<file path="src/rtl/vid_ram.sv">
`default_nettype none

module vid_ram #(
  parameter int WIDTH = 8,
  parameter int DEPTH = 16
) (
  input  wire logic                     clk_i,
  input  wire logic                     wr_en_i,
  input  wire logic [$clog2(DEPTH)-1:0] wr_addr_i,
  input  wire logic [WIDTH-1:0]         wr_data_i,
  input  wire logic                     rd_en_i,
  input  wire logic [$clog2(DEPTH)-1:0] rd_addr_i,
  output logic      [WIDTH-1:0]         rd_data_o
);

  logic [WIDTH-1:0] mem_q [DEPTH];

  always_ff @(posedge clk_i) begin
    if (wr_en_i) begin
      mem_q[wr_addr_i] <= wr_data_i;
    end
  end

  always_ff @(posedge clk_i) begin
    if (rd_en_i) begin
      rd_data_o <= mem_q[rd_addr_i];
    end
  end

endmodule

`default_nettype wire

</file>
<file path="config.mk">
export PLATFORM = sky130hd
export DESIGN_NAME = vid_ram
export DESIGN_NICKNAME = d
export VERILOG_FILES = /design/src/rtl/vid_ram.sv
export SDC_FILE = /design/constraint.sdc
export NUM_CORES = 1
export LEC_CHECK = 0
export BUFFER_PORTS_ARGS = -buffer_cell sky130_fd_sc_hd__buf_2
export CAP_MARGIN = 10
export CORE_MARGIN = 2
export CORE_UTILIZATION = 60
export CTS_CLUSTER_SIZE = 12
export DETAILED_ROUTE_END_ITERATION = 8
export HOLD_SLACK_MARGIN = 0.08
export PLACE_DENSITY_LB_ADDON = 0.3
export SLEW_MARGIN = 20
export SYNTH_ARGS = -nofsm -noshare
export SYNTH_HDL_FRONTEND = slang
export SYNTH_SLANG_ARGS = --single-unit
</file>
<file path="constraint.sdc">
create_clock -name clk_i -period 2.2 [get_ports clk_i]
set_clock_uncertainty 0.1 [all_clocks]
set_input_delay 0.11 -clock clk_i [delete_from_list [all_inputs] [get_ports clk_i]]
set_output_delay 0.11 -clock clk_i [all_outputs]
set_load 0.1 [all_outputs]
</file>
# [After elaboration in Yosys (flattened, before gate mapping)]
# Memories as Yosys holds them, arrays and structs flattened. A register that Yosys moved wholly into a read port is not among the register bits.
# Index checks and enable logic that the tools add are counted.
# Widths: inputs -> output; s select.
[classes] muxes=2
[ops] op="$mux 1" n=2
[word_totals] elab_cells=3 inputBits=19 out_inout_bits=8 reg_bits=0 mem_bits_rw=128 memories=1
[memory_table] memory="mem_q" words=16 width=8 read_ports=1 rd_clocked_by_memory_dff=1 wr=1 line_no="16" rtl="logic [WIDTH-1:0] mem_q [DEPTH];"

# [Longest topological paths before layout]
[logic_depth] word_depth=2 ltp_mapped=5

# [Worst setup path after synthesis]
# Ideal clock, no wire load.
[synth_timing] path_type="input port to flip-flop" from="input wr_addr_i[2]" to="memory mem_q[0][0], enable pin" t_required_ns=1.717 setup_slack_ns=0.497 t_arrival_ns=1.220 path_buffers=0 stages=2 path_cell_list="or3b_2 -> nor3_1"
[synth_rtl] element="start, declared" line_no="9" rtl="input wire logic [$clog2(DEPTH)-1:0] wr_addr_i,"
[synth_rtl] element="end, declared" line_no="16"
# Straight into the memory's write port.

==> metrics.txt <==
# TYPE chip_impl_metric gauge
chip_impl_metric{name="report.final.setup_viol",unit=""} 0
chip_impl_metric{name="synth_top_area_frac",unit=""} 0.781
chip_impl_info{name="dominantRegCellSynth",value="sky130_fd_sc_hd__edfxtp_1"} 1
chip_impl_metric{name="cts_max_path_buffers",unit=""} 2
chip_impl_info{name="synth.top_cells.by_area",value="sky130_fd_sc_hd__edfxtp_1 78%, sky130_fd_sc_hd__mux4_2 7.8%, sky130_fd_sc_hd__mux4_1 7.0%"} 1
chip_impl_metric{name="final_period_minus_worst_setup_slack",unit="ns"} 1.66
chip_impl_metric{name="first_global_vias",unit=""} 2715
chip_impl_metric{name="drt_pass1_iterations",unit=""} 4
chip_impl_metric{name="drv_cap",unit=""} 0
chip_impl_metric{name="die_width",unit="um"} 97.3
chip_impl_metric{name="post_drt_wl_per_cell",unit="um"} 23.1
chip_impl_metric{name="area_growth_syn_to_layout",unit="%"} 20.3
chip_impl_metric{name="cts.sink_count",unit=""} 136
chip_impl_metric{name="postPlaceCellArea",unit="um2"} 5600
chip_impl_metric{name="ys_seq_area_frac",unit=""} 0.781
chip_impl_metric{name="dieArea",unit="um2"} 9480
chip_impl_info{name="rsz0062_at_grt",value="false"} 1
chip_impl_metric{name="setup_total_negative_slack",unit="ns"} 0
chip_impl_metric{name="critPathArrivalTime",unit="ns"} 1.81
chip_impl_info{name="synth_area_leader_cell",value="sky130_fd_sc_hd__edfxtp_1"} 1
chip_impl_metric{name="gr-total-overflow",unit=""} 0
chip_impl_metric{name="synth_adder_area_share",unit=""} 0
chip_impl_metric{name="synthMuxAreaShare",unit=""} 0.148
chip_impl_metric{name="hpwl",unit="um"} 5880
chip_impl_metric{name="fmaxAchievable",unit="MHz"} 601
chip_impl_metric{name="report.final.hold_viol_count",unit=""} 0
chip_impl_info{name="worstPathCellList",value="mux4_2 -> a22oi_1 -> nand2_1"} 1
chip_impl_metric{name="slew_headroom",unit=""} 0.672
chip_impl_info{name="run_status",value="finished clean"} 1
chip_impl_metric{name="port-buffer-count",unit=""} 26
chip_impl_info{name="endpoint_kind",value="flop"} 1
chip_impl_metric{name="fin_crit_sh",unit=""} 0.757
chip_impl_metric{name="syn_avg_cell_area",unit="um2"} 22.8
chip_impl_metric{name="synth_edf_count",unit=""} 136
chip_impl_metric{name="drt_wl_total",unit="um"} 9670
chip_impl_metric{name="detailedRoute.firstIterationViolations",unit=""} 241
chip_impl_metric{name="multiInputGateArea",unit="um2"} 1060
chip_impl_info{name="top_post_synthesis_cells_by_count",value="136 x sky130_fd_sc_hd__edfxtp_1, 18 x sky130_fd_sc_hd__mux4_2, 16 x sky130_fd_sc_hd__a22oi_1, 14 x sky130_fd_sc_hd__mux4_1, 13 x sky130_fd_sc_hd__nor2_1"} 1
chip_impl_metric{name="fillerInstances",unit=""} 505
chip_impl_metric{name="wire_length_of_the_first_global_routing_pass",unit="um"} 15300
chip_impl_metric{name="maxSlewViolCount",unit=""} 0
chip_impl_metric{name="final_area",unit="um2"} 6290
chip_impl_metric{name="measured_slew_at_the_worst_slew_check_pin",unit="ns"} 0.496
chip_impl_metric{name="synth_warnings",unit=""} 0
chip_impl_metric{name="critical_path_fanout_max",unit=""} 1
chip_impl_metric{name="power_density",unit="nW/um2"} 948
chip_impl_metric{name="p_leak",unit="nW"} 2.14
chip_impl_metric{name="area.sequential",unit="um2"} 4080
chip_impl_info{name="critPathLaunchType",value="flop"} 1
chip_impl_metric{name="synth_area",unit="um2"} 5230
chip_impl_metric{name="vias",unit=""} 2512
chip_impl_info{name="synthMostInstantiatedCell",value="sky130_fd_sc_hd__edfxtp_1"} 1
chip_impl_info{name="cpMaxStageDelayCell",value="sky130_fd_sc_hd__mux4_2"} 1
chip_impl_info{name="synth_top_family_by_area",value="multiplexers"} 1
chip_impl_metric{name="cts.reportedPaths.clkPinSlew",unit="ns"} 0.06
chip_impl_info{name="critical_path_class",value="flop to flop"} 1
chip_impl_metric{name="final_antenna_net_count",unit=""} 0
chip_impl_metric{name="syn_nets",unit=""} 248
chip_impl_metric{name="tritoncts.num_buffers",unit=""} 17
chip_impl_metric{name="drc",unit=""} 0
chip_impl_metric{name="yosys.area_share.simple",unit=""} 0.0314
chip_impl_metric{name="groute.usage.overall",unit=""} 0.227
chip_impl_metric{name="post_synth_inst_count",unit=""} 229
chip_impl_metric{name="synth-compound-area-share",unit=""} 0.0230
chip_impl_metric{name="cts.htree.levels",unit=""} 4
chip_impl_metric{name="globalplace.congestion",unit=""} 0.739
chip_impl_metric{name="parity_gate_share_of_the_synthesized_area_counting_xor_and_xnor_cells",unit=""} 0
chip_impl_metric{name="worst_ep_required",unit="ns"} 2.34
chip_impl_metric{name="design.final.nets",unit=""} 316
chip_impl_metric{name="core_area",unit="um2"} 8590
chip_impl_metric{name="i_o_pins",unit=""} 27
chip_impl_metric{name="vdd_drop_max",unit="V"} 0.000568
chip_impl_metric{name="std_cell_rows",unit=""} 34
chip_impl_metric{name="layout-drive-gt1-share",unit=""} 0.310
chip_impl_info{name="cts_tree",value="yes"} 1
chip_impl_metric{name="yosys.cell_types.count",unit=""} 18
chip_impl_metric{name="synth-async-reset-ratio",unit=""} 0
chip_impl_metric{name="antenna_cells",unit=""} 0
chip_impl_metric{name="clock_latency",unit="ns"} 0.51
chip_impl_metric{name="grt_max_degree",unit=""} 33
chip_impl_metric{name="slowest_stage_delay_on_critical_path",unit="ns"} 0.48
chip_impl_metric{name="ys_seq_elements",unit=""} 136
chip_impl_metric{name="initial_core_util",unit=""} 0.608
chip_impl_info{name="cts.root.buffer_cell",value="sky130_fd_sc_hd__clkbuf_8"} 1
chip_impl_metric{name="antenna_found_initial",unit=""} 1
chip_impl_metric{name="fp.dieH",unit="um"} 97.3
chip_impl_info{name="hold_path.class",value="primary input to flop"} 1
chip_impl_metric{name="post_drt_via_cell_ratio",unit=""} 6.01
-- report_power, final --
group | total, W | leakage (nW) | internal [W] | switching, W
registers | 0.00294 | 1.24 | 0.00292 | 0.0000160
clock network | 0.00265 | 0.250 | 0.00161 | 0.00105
logic | 0.000373 | 0.651 | 0.000132 | 0.000241
total | 0.00596 | 2.14 | 0.00466 | 0.00130
-- layout by cell type (no fill, tap or decap), drive strengths merged, types with 3 or more instances in the layout --
| cell | Yosys | layout |
|---|---|---|
| mux4 | 32 | 32 |
| a22oi | 16 | 16 |
| buf | 7 | 47 |
| edfxtp | 136 | 136 |
| clkbuf | 0 | 17 |
| clkinv | 0 | 3 |
| nand2 | 9 | 9 |
| dlygate4sd3 | 0 | 12 |
| clkinvlp | 0 | 8 |
| nor3 | 4 | 4 |
| nor2 | 13 | 13 |
-- worst paths after layout --
check | startpoint | endpoint | slack, ns | cells after the start
worst min register to register | mem_q[8][2] | rd_data_o[2] | 0.66 | 3
worst max register to register | mem_q[2][6] | rd_data_o[6] | 0.54 | 3
worst max-delay path | mem_q[2][6] | rd_data_o[6] | 0.54 | 3
worst min-delay path | wr_addr_i[2] | mem_q[15][5] | 0.14 | 4
-- sequential cells by signal, summed over array words and instances (netlist names) --
name       flops
mem_q        128
rd_data_o      8
-- final cells by class --
class	count	share of cell area
Tap cell	108	0.0215
Timing Repair Buffer	59	0.0708
Clock buffer	17	0.0658
Sequential cell	136	0.649
Clock inverter	15	0.0245
Multi-Input combinational cell	83	0.168
-- critical path, delay by kind of cell (launching register included) --
family	cells	cell delay, ns
AND/OR/NAND/NOR	1	0.15
multiplexers	1	0.48
flip-flops	1	0.37
AO/OA/AOI/OAI	1	0.29
-- stage by stage --
| step | hold WS (ns) | utilization | power, W | setup WS, ns | instances |
|---|---|---|---|---|---|
| 6_report | 0.144 | 0.732 | 0.00596 | 0.535 | 418 |
| 5_1_grt | 0.166 | 0.732 | 0.00614 | 0.492 | 418 |
| 4_1_cts | 0.124 | 0.732 | 0.00600 | 0.559 | 418 |
| 3_5_place_dp | 0.395 | 0.652 | 0.00335 | 0.288 | 374 |
| 3_3_place_gp | 0.378 | 0.652 | 0.00334 | 0.286 | 374 |
| 2_1_floorplan | 0.109 | - | 0.00322 | 0.497 | 229 |
-- metal layers --
metal	vias up	routed length, um	GRT usage
met4	0	241	0.116
met2	112	4910	0.333
met3	18	762	0.0626
met5	-	0	0
met1	1269	3760	0.318
li1	1113	-	-
-- cells by family after synthesis --
logic type | count (synthesis)
compound gates | 16
mux | 32
flops | 136
buf+inv | 10
simple gates | 35
-- what timing repair did --
action,4_1_cts,5_1_grt
hold endpoints to repair,168,0
setup buffers,0,0
hold buffers,12,0
setup endpoints to repair,0,0
gates resized for setup,0,0
No activity file was read; power rests on OpenSTA's default activity.
